[src/rtl/bba_pkg.sv]
`default_nettype none

package bba_pkg;

  // bank counts
  localparam int NUM_BANKS = 2;
  localparam int MAX_BANKS = 2;
  localparam int IDX_W     = 1;
  localparam int CNT_W     = 2;

  // field widths
  localparam int ADDR_W  = 32;
  localparam int SIZE_W  = 24;
  localparam int ALIGN_W = 17;
  localparam int KIND_W  = 2;
  localparam int CFG_IDX_W = 3;

  // item kinds
  localparam logic [KIND_W-1:0] KIND_ALLOC = 2'd0;
  localparam logic [KIND_W-1:0] KIND_FREE  = 2'd1;
  localparam logic [KIND_W-1:0] KIND_RESET = 2'd2;

  // register indexes
  localparam logic [CFG_IDX_W-1:0] REG_BANK0_BASE  = 3'd0;
  localparam logic [CFG_IDX_W-1:0] REG_BANK0_LIMIT = 3'd1;
  localparam logic [CFG_IDX_W-1:0] REG_BANK1_BASE  = 3'd2;
  localparam logic [CFG_IDX_W-1:0] REG_BANK1_LIMIT = 3'd3;

  typedef struct packed {
    logic [KIND_W-1:0]  kind;
    logic [SIZE_W-1:0]  request_size;
    logic               bank_index;
    logic [ALIGN_W-1:0] alignment;
    logic [ADDR_W-1:0]  free_address;
  } req_item_t;

  typedef struct packed {
    logic [ADDR_W-1:0] block_address;
    logic              out_of_memory;
    logic              bad_free;
  } rsp_item_t;

  typedef struct packed {
    logic [MAX_BANKS-1:0][ADDR_W-1:0] base;
    logic [MAX_BANKS-1:0][ADDR_W-1:0] limit;
  } bank_cfg_t;

  typedef struct packed {
    logic [MAX_BANKS-1:0]             wen;
    logic [MAX_BANKS-1:0][ADDR_W-1:0] wdata;
  } ptr_wr_t;

endpackage

`default_nettype wire

[src/rtl/banked_bump_allocator.sv]
// Banked bump allocator: one bump pointer per bank, with base and limit set through the
// write port. A request beat carries an allocate, a free or a pointer reset; each gives
// exactly one response beat. A request is held in the input register, where the adds,
// mask and limit compare on the bank pointers decide the response and the pointer
// update, both written at the same edge into the response register and the pointers.
// One request is taken every cycle while the response side keeps up, since the pointer
// read-modify-write closes within the compute stage. Pointers read as zero after rst
// until a request writes them; a reset request copies the bases in.
`default_nettype none

module banked_bump_allocator (
  input  wire logic                          clk,
  input  wire logic                          rst,
  input  wire logic                          req_valid,
  output logic                               req_ready,
  input  wire bba_pkg::req_item_t            req,
  output logic                               rsp_valid,
  input  wire logic                          rsp_ready,
  output bba_pkg::rsp_item_t                 rsp,
  input  wire logic                          cfg_wr_en,
  input  wire logic [bba_pkg::CFG_IDX_W-1:0] cfg_index,
  input  wire logic [bba_pkg::ADDR_W-1:0]    cfg_data
);

  bba_pkg::bank_cfg_t                        cfg;
  bba_pkg::req_item_t                        stage;
  logic                                      stage_valid;
  logic                                      advance;
  logic [bba_pkg::MAX_BANKS-1:0][bba_pkg::ADDR_W-1:0] pointer;
  bba_pkg::rsp_item_t                        result;
  bba_pkg::ptr_wr_t                          ptr_wr;

  // configuration registers
  bba_cfg_regs u_cfg (
    .clk       (clk),
    .rst       (rst),
    .cfg_wr_en (cfg_wr_en),
    .cfg_index (cfg_index),
    .cfg_data  (cfg_data),
    .cfg       (cfg)
  );

  // handshake between stages
  assign advance   = stage_valid && (!rsp_valid || rsp_ready);
  assign req_ready = !stage_valid || advance;

  // input register
  always_ff @(posedge clk) begin
    if (rst) begin
      stage_valid <= 1'b0;
    end else if (req_ready) begin
      stage_valid <= req_valid;
    end
  end

  always_ff @(posedge clk) begin
    if (req_ready && req_valid) begin
      stage <= req;
    end
  end

  // pointer compute
  bba_alloc_unit u_alloc (
    .item    (stage),
    .cfg     (cfg),
    .pointer (pointer),
    .result  (result),
    .ptr_wr  (ptr_wr)
  );

  // bank pointers
  always_ff @(posedge clk) begin
    if (rst) begin
      pointer <= '0;
    end else if (advance) begin
      for (int i = 0; i < bba_pkg::MAX_BANKS; i++) begin
        if (ptr_wr.wen[i]) begin
          pointer[i] <= ptr_wr.wdata[i];
        end
      end
    end
  end

  // response register
  always_ff @(posedge clk) begin
    if (rst) begin
      rsp_valid <= 1'b0;
    end else if (advance) begin
      rsp_valid <= 1'b1;
    end else if (rsp_ready) begin
      rsp_valid <= 1'b0;
    end
  end

  always_ff @(posedge clk) begin
    if (advance) begin
      rsp <= result;
    end
  end

endmodule

`default_nettype wire

[src/rtl/bba_cfg_regs.sv]
`default_nettype none

module bba_cfg_regs (
  input  wire logic                            clk,
  input  wire logic                            rst,
  input  wire logic                            cfg_wr_en,
  input  wire logic [bba_pkg::CFG_IDX_W-1:0]   cfg_index,
  input  wire logic [bba_pkg::ADDR_W-1:0]      cfg_data,
  output bba_pkg::bank_cfg_t                   cfg
);

  // bank base and limit registers
  always_ff @(posedge clk) begin
    if (rst) begin
      cfg <= '0;
    end else if (cfg_wr_en) begin
      case (cfg_index)
        bba_pkg::REG_BANK0_BASE: begin
          cfg.base[0] <= cfg_data;
        end
        bba_pkg::REG_BANK0_LIMIT: begin
          cfg.limit[0] <= cfg_data;
        end
        bba_pkg::REG_BANK1_BASE: begin
          cfg.base[1] <= cfg_data;
        end
        bba_pkg::REG_BANK1_LIMIT: begin
          cfg.limit[1] <= cfg_data;
        end
        default: begin
        end
      endcase
    end
  end

endmodule

`default_nettype wire

[src/rtl/bba_alloc_unit.sv]
`default_nettype none

module bba_alloc_unit (
  input  wire bba_pkg::req_item_t                                item,
  input  wire bba_pkg::bank_cfg_t                                cfg,
  input  wire logic [bba_pkg::MAX_BANKS-1:0][bba_pkg::ADDR_W-1:0] pointer,
  output bba_pkg::rsp_item_t                                     result,
  output bba_pkg::ptr_wr_t                                       ptr_wr
);

  logic [bba_pkg::ADDR_W-1:0]  sel_ptr;
  logic [bba_pkg::ADDR_W-1:0]  sel_limit;
  logic                        bank_ok;
  logic [bba_pkg::ALIGN_W-1:0] mask;
  logic [bba_pkg::ADDR_W+1:0]  align_eff;
  logic [bba_pkg::ADDR_W:0]    aligned;
  logic [bba_pkg::ADDR_W+1:0]  need;
  logic                        fits;
  logic [bba_pkg::ADDR_W-1:0]  bumped;
  logic [bba_pkg::CNT_W-1:0]   count;
  logic                        free_bad;

  // allocate: round up, then fit test against the bank limit
  assign sel_ptr   = pointer[item.bank_index];
  assign sel_limit = cfg.limit[item.bank_index];
  assign bank_ok   = int'(item.bank_index) < bba_pkg::NUM_BANKS;
  assign mask      = (item.alignment == '0) ? '0 : item.alignment - 17'd1;
  assign align_eff = (item.alignment == '0) ? 34'd1 : 34'(item.alignment);
  assign aligned   = ({1'b0, sel_ptr} + 33'(mask)) & ~33'(mask);
  assign need      = 34'(aligned) + 34'(item.request_size) + align_eff;
  assign fits      = bank_ok && (need <= 34'(sel_limit));
  assign bumped    = aligned[bba_pkg::ADDR_W-1:0] + 32'(item.request_size);

  // free: count limits at or below the address
  always_comb begin
    count = '0;
    for (int i = 0; i < bba_pkg::MAX_BANKS; i++) begin
      if (i < bba_pkg::NUM_BANKS && item.free_address >= cfg.limit[i]) begin
        count = count + 2'd1;
      end
    end
  end

  assign free_bad = int'(count) >= bba_pkg::NUM_BANKS;

  // result and pointer update per kind
  always_comb begin
    result = '0;
    ptr_wr = '0;
    case (item.kind)
      bba_pkg::KIND_ALLOC: begin
        if (fits) begin
          result.block_address = aligned[bba_pkg::ADDR_W-1:0];
          ptr_wr.wen[item.bank_index]   = 1'b1;
          ptr_wr.wdata[item.bank_index] = bumped;
        end else begin
          result.out_of_memory = 1'b1;
        end
      end
      bba_pkg::KIND_FREE: begin
        if (free_bad) begin
          result.bad_free = 1'b1;
        end else begin
          ptr_wr.wen[count[bba_pkg::IDX_W-1:0]]   = 1'b1;
          ptr_wr.wdata[count[bba_pkg::IDX_W-1:0]] = item.free_address;
        end
      end
      bba_pkg::KIND_RESET: begin
        for (int i = 0; i < bba_pkg::MAX_BANKS; i++) begin
          if (i < bba_pkg::NUM_BANKS) begin
            ptr_wr.wen[i]   = 1'b1;
            ptr_wr.wdata[i] = cfg.base[i];
          end
        end
      end
      default: begin
      end
    endcase
  end

endmodule

`default_nettype wire

[config.mk]
export PLATFORM = sky130hd
export DESIGN_NAME = banked_bump_allocator
export DESIGN_NICKNAME = d
export VERILOG_FILES = /design/src/rtl/bba_pkg.sv /design/src/rtl/banked_bump_allocator.sv /design/src/rtl/bba_cfg_regs.sv /design/src/rtl/bba_alloc_unit.sv
export SDC_FILE = /design/constraint.sdc
export NUM_CORES = 1
export LEC_CHECK = 0
export ABC_AREA = 1
export BUFFER_PORTS_ARGS = -buffer_cell sky130_fd_sc_hd__clkbuf_2
export CORE_UTILIZATION = 54
export DETAILED_ROUTE_END_ITERATION = 10
export PLACE_DENSITY = 0.79
export SETUP_SLACK_MARGIN = 0.4
export SLEW_MARGIN = 25
export SYNTH_ARGS = -nofsm -noshare
export SYNTH_HDL_FRONTEND = slang
export SYNTH_SLANG_ARGS = --single-unit
[constraint.sdc]
create_clock -name clk -period 8.52 [get_ports clk]
set_input_delay 0.852 -clock clk [delete_from_list [all_inputs] [get_ports clk]]
set_output_delay 0.852 -clock clk [all_outputs]
set_load 0.1 [all_outputs]
==> impl_results.md, run 1 <==
* Run status: finished, final reports clean
* Async SR Flop Fraction at 0%
* Max cap viols at 0
* Die Y at 194 um
* Total placed cells including tap cells at 3215
* Synthesized instance count at 2687
* Mapped cell area at 19900 sq um
* Relative slew slack at 32.0%
* R2R Path Start: stage[33]$_DFFE_PP_
* Power Density at 198 nW/um^2
* Peak Freq at 129 MHz
* CP endpoint: rsp[9]$_SDFFCE_PN0P_
* Rows at 69
* Critical Path RT at 8.87 ns
* Worst VDD drop at 0.000168 V
* Setup violators final at 0
* Clock Skew at 0.0236 ns
* Crit Path Class: register to register
* Worst path top cell family by delay: simple AND/OR/NAND/NOR gates
* Worst-skew pair later-pin latency at 0.56 ns
* First-pass GRT wire length at 93.2 mm
* Most repeated library cell on the critical path: nand2_1
* Final hold violation count at 0
* Via density per instance at 5.66
* WL final at 59.5 mm
* Max-slew violation count at 0
* TritonCTS clock tree: built
* Reg2reg end: rsp[9]$_SDFFCE_PN0P_
* Min Tclk post-route at 7.75 ns
* Endpoint type of the worst setup path: register
* Overall routing resource usage at 31.5%
* Longest Clk Path Bufs at 3
* Yosys cell types at 53
* Worst-margin pin slew at 1.02 ns
* Residual DRC at 0
* Top post-synthesis cells by area: dfxtp_1 (20%), edfxtp_1 (17%), ha_1 (10%), nand2_1 (9.3%), nor2_1 (7.1%)
* Hold_buf cts at 0
* Drt wl/cell at 18.1 um
* Non-filler cells, final at 3287
* Largest area contributor in the netlist: dfxtp_1
* Antenna cells at 0
* Nets at 3105
* Number of synthesized flops with an enable pin at 110
* Sink Count at 304
* RSZ-0062 raised after global routing: false
* FF-to-FF path depth at 40
* Synth Register Bits at 304
* Core Footprint at 35900 sq um
* Via Count at 18.6k
* Die Wd at 194 um
* Layout cell share with drive strength beyond 1 at 12.3%
* Critical Path Start Type: register
* Post-synth net total at 2992
* DRT antenna net count at 0
* Number of port buffers at 151
* Detailed Routing Iterations Pass 1 at 5
* DIE AREA at 37600 sq um
* Final Wtd Congestion at 0.953
* Max FO, Critical Path at 32
* Syn avg cell area at 7.39 sq um
* Setup crit start: stage[33]$_DFFE_PP_
* Sequential-to-total area share from yosys stat at 36.2%
* Initial antenna violation count at 0
* Synth-to-Final Area Change at 13.4%
* Share of the synthesized area in the top cell type at 19.6%
* TritonCTS buffer count at 35
* Clock root buffer: clkbuf_16
* Placed inst area at 21000 sq um
* Most frequent cells in the layout: nand2_1 (488), nor2_1 (359), inv_1 (348)
* Top FF cell, synth: dfxtp_1
* Buffers plus inverters on the worst setup path at 7
* Largest net degree at the start of global routing at 103
* Initial Util at 55.3%
* Max stage delay on crit path at 0.50 ns
* Ports at 152
* Hold Path Class: register to register
* Design Area, Final at 22500 sq um
* Synth Warn # at 0
* Grt total ovfl at 0
* Worst path arrival time at 8.10 ns
* FF-to-FF setup slack at 0.77 ns
* Fin crit share at 91.0%
* Fin util at 62.7%
* Final setup TNS at 0 ns
* Vias in the first global route at 17.3k
* Detail Placement HPWL at 44.6 mm
* Most common cell after layout, fill and taps aside: nand2_1
* CTS clk-pin slew, worst paths at 0.06 ns
* H-tree depth at 2
* Initial DRC count at 1880
* Slowest CP cell: fa_1
* Static leakage at 10.4 nW
* Critical path depth in cells at 40
* Total power at 0.00446 W
what timing repair did:
item / in CTS / in global routing
gates cloned: 0 / 1
endpoints found under the setup margin: 97 / 97
gates resized for setup: 7 / 63
pin swaps: 0 / 10
buffers inserted: 0 / 8
report_power, final:
group / switching (W) / total (W) / leakage [nW] / internal, W
Sequential: 0.0000513 / 0.00163 / 2.66 / 0.00158
Clock: 0.000621 / 0.00153 / 0.583 / 0.000909
Combinational: 0.000860 / 0.00130 / 7.15 / 0.000441
layer usage:
layer / vias to the layer above / GRT usage, % / share of wire, %
met2: 717 / 47.5 / 43
met5: - / 0 / 0
met4: 0 / 10.9 / 2.9
met3: 97 / 3.95 / 7.5
met1: 8702 / 46.3 / 47
li1: 9087 / - / -
worst min-delay path by stage:
| stage | start | end | cells past startpoint |
|---|---|---|---|
| after global placement | u_cfg.cfg[86]$_SDFFE_PP0P_ | u_cfg.cfg[86]$_SDFFE_PP0P_ | 2 |
| after global routing | req[2] | stage[2]$_DFFE_PP_ | 1 |
| final | u_cfg.cfg[78]$_SDFFE_PP0P_ | u_cfg.cfg[78]$_SDFFE_PP0P_ | 2 |
| after detailed placement | u_cfg.cfg[78]$_SDFFE_PP0P_ | u_cfg.cfg[78]$_SDFFE_PP0P_ | 2 |
| after floorplan | u_cfg.cfg[64]$_SDFFE_PP0P_ | u_cfg.cfg[64]$_SDFFE_PP0P_ | 2 |
| after CTS | req[2] | stage[2]$_DFFE_PP_ | 1 |
flip-flops by register name, summed over array words and instances (netlist names):
name and cells:
rsp_valid 1, stage 76, pointer 64, rsp 34, stage_valid 1, u_cfg.cfg 128
through the flow:
stage / hold WS (ns) / worst slack (ns)
2_1_floorplan: 0.424 / 1.21
3_3_place_gp: 0.432 / 0.0387
3_5_place_dp: 0.438 / 0.0702
4_1_cts: 0.440 / 0.406
5_1_grt: 0.452 / 0.319
6_report: 0.447 / 0.770
kinds of logic (layout without fill, tap and decap cells):
kind of cell,after synthesis,count (layout),share of synthesized area (%)
AND/OR/NAND/NOR,1027,1027,21.2
AO/OA/AOI/OAI,624,624,17.2
buffers and inverters,470,609,9.27
flip-flops,304,304,36.2
adder cells (fa/ha/maj),189,189,12.9
XOR/XNOR,73,73,3.22
cell type report:
cell class	count	area, sq um
inverter	358	1350
sequential	304	7190
clock inverter	14	148
tap	461	577
clock buffer	49	1030
multi-input combinational	1913	11100
fill	3236	13400
timing repair buffer	188	1090
cells in the mapped netlist, types with 9 or more instances:
| cell | instances |
|---|---|
| o21bai_1 | 12 |
| nor3_1 | 31 |
| ha_1 | 163 |
| dfxtp_1 | 194 |
| fa_1 | 26 |
| edfxtp_1 | 110 |
| clkbuf_1 | 89 |
| nand4_1 | 29 |
| nor3_2 | 9 |
| a21oi_1 | 241 |
| xnor2_1 | 19 |
| o21ai_0 | 273 |
| nor2_1 | 376 |
| a21o_1 | 15 |
| nand2_1 | 491 |
| a32oi_1 | 32 |
| inv_1 | 351 |
| buf_4 | 15 |
| nand3_1 | 56 |
| xor2_1 | 54 |
| o21ai_1 | 12 |
tightest hold or removal path, cell delays in order (launching register included):
cell and delay [ns]:
dfxtp_1 0.31, inv_1 0.05, a21oi_1 0.05
No activity file was read; power rests on OpenSTA's default activity.
==> run 2: changes to the inputs <==
--- a/config.mk
+++ b/config.mk
@@ -8,8 +8,9 @@
 export ABC_AREA = 1
 export BUFFER_PORTS_ARGS = -buffer_cell sky130_fd_sc_hd__clkbuf_2
 export CORE_UTILIZATION = 54
+export CTS_BUF_LIST = sky130_fd_sc_hd__clkbuf_4 sky130_fd_sc_hd__clkbuf_8
 export DETAILED_ROUTE_END_ITERATION = 10
-export PLACE_DENSITY = 0.79
+export PLACE_DENSITY = 0.73
 export SETUP_SLACK_MARGIN = 0.4
 export SLEW_MARGIN = 25
 export SYNTH_ARGS = -nofsm -noshare
==> impl_results.md, run 2 (synthesis gave the netlist of run 1 again) <==
* Worst-margin pin slew at 0.945 ns
* Reg with most FFs: u_cfg.cfg
* Top Registers: u_cfg.cfg x128, stage x76, pointer x64
* WL final at 61.3 mm
* Detail Placement HPWL at 45.8 mm
* Rows at 69
* Clock root buffer: clkbuf_8
* Nets at 3129
* Grt total ovfl at 0
* Final hold violation count at 0
* CTS clk-pin slew, worst paths at 0.07 ns
* Setup slack after layout at 0.823 ns
* First-pass GRT wire length at 94.2 mm
* Worst-skew pair later-pin latency at 0.67 ns
* Max reg flops at 128
* DRT antenna net count at 0
* Critical Path Start Type: register
* Slowest CP cell: fa_1
* H-tree depth at 2
* Max-slew violation count at 0
* Initial DRC count at 1519
* Longest Clk Path Bufs at 3
* Most repeated library cell on the critical path: nand2_1
* Antenna cells at 0
* Relative slew slack at 37.0%
* Largest net degree at the start of global routing at 101
* Critical Path RT at 9.11 ns
* Via Count at 18.5k
* Synth-to-Final Area Change at 13.5%
* Detailed Routing Iterations Pass 1 at 5
* Max stage delay on crit path at 0.48 ns
* Die Y at 194 um
* Final setup TNS at 0 ns
* Crit Path Class: register to register
* Initial antenna violation count at 0
* Max FO, Critical Path at 25
* Max cap viols at 0
* Layout cell share with drive strength beyond 1 at 13.3%
* Hold Path Class: primary input to register
* Worst VDD drop at 0.000177 V
* Setup violators final at 0
* Die Wd at 194 um
* Power Density at 195 nW/um^2
* Residual DRC at 0
* Initial Util at 55.3%
* Vias in the first global route at 17.3k
* TritonCTS buffer count at 52
* Number of port buffers at 151
* Most frequent cells in the layout: nand2_1 (488), nor2_1 (362), inv_1 (348)
* Final Wtd Congestion at 0.973
* Worst path arrival time at 8.29 ns
* Peak Freq at 130 MHz
* DIE AREA at 37600 sq um
* Fin crit share at 90.3%
* Sink Count at 304
* RSZ-0062 raised after global routing: false
* Endpoint type of the worst setup path: register
* Overall routing resource usage at 32.2%
* Drt wl/cell at 18.4 um
* Ports at 152
* Core Footprint at 35900 sq um
* Total power at 0.00440 W
* Via density per instance at 5.56
* Min Tclk post-route at 7.70 ns
* Run status: finished, final reports clean
* Static leakage at 10.5 nW
* Setup WS pre-CTS at -0.302 ns
* TritonCTS clock tree: built
* Most common cell after layout, fill and taps aside: nand2_1
* Clock Skew at 0.0263 ns
==> run 2: worst paths after layout <==
check                                                start                         end  slack [ns]  depth (start not counted)
worst min register to register  u_cfg.cfg[92]$_SDFFE_PP0P_  u_cfg.cfg[92]$_SDFFE_PP0P_        0.45                          2
worst min-delay path                               req[73]         stage[73]$_DFFE_PP_        0.36                          1
worst max register to register         stage[32]$_DFFE_PP_     pointer[7]$_SDFFE_PP0P_        0.82                         44
worst max-delay path                   stage[32]$_DFFE_PP_     pointer[7]$_SDFFE_PP0P_        0.82                         44
==> run 2: power breakdown <==
group,internal [W],leakage [nW],switching (W)
Sequential,0.00158,2.66,0.0000487
Combinational,0.000448,7.21,0.000886
Clock,0.000803,0.601,0.000633
==> run 2: area by class of cell <==
type | count | area, sq um
Clock buffer | 84 | 1040
Clock inverter | 11 | 95.1
Fill cell | 3275 | 13400
Inverter | 358 | 1350
Multi-Input combinational cell | 1913 | 11100
Sequential cell | 304 | 7190
Tap cell | 461 | 577
Timing Repair Buffer | 195 | 1160
==> run 2: per-layer routing <==
| layer | up-vias | track usage (%) | share of wire, % |
|---|---|---|---|
| met5 | - | 0 | 0 |
| met4 | 0 | 9.33 | 1.9 |
| met3 | 81 | 3.97 | 7.5 |
| met2 | 721 | 48.5 | 43 |
| met1 | 8554 | 48.1 | 48 |
| li1 | 9145 | - | - |
==> run 2: critical path, delay by kind of cell, from the launching register on <==
kind                     cells  cell delay, ns
adder cells (fa/ha/maj)      5            1.78
AND/OR/NAND/NOR             25            3.02
buffers and inverters        5            0.67
AO/OA/AOI/OAI                8            1.54
XOR/XNOR                     1            0.17
flip-flops                   1            0.42
==> run 2: timing repair <==
item | CTS | global route
pin swaps | 0 | 8
cloned | 0 | 2
setup endpoints to repair | 97 | 97
resized for setup | 10 | 58
hold buffers | 0 | 0
setup buffers | 0 | 4
==> run 2: stage by stage <==
step           utilization (%)  instance area [sq um]  cells  hold WS [ns]
3_5_place_dp              58.7                  21100   3225         0.437
3_3_place_gp              58.7                  21100   3225         0.433
5_1_grt                   62.8                  22500   3326         0.342
4_1_cts                   61.9                  22200   3320         0.316
2_1_floorplan                -                  19900   2687         0.424
6_report                  62.8                  22500   3326         0.358
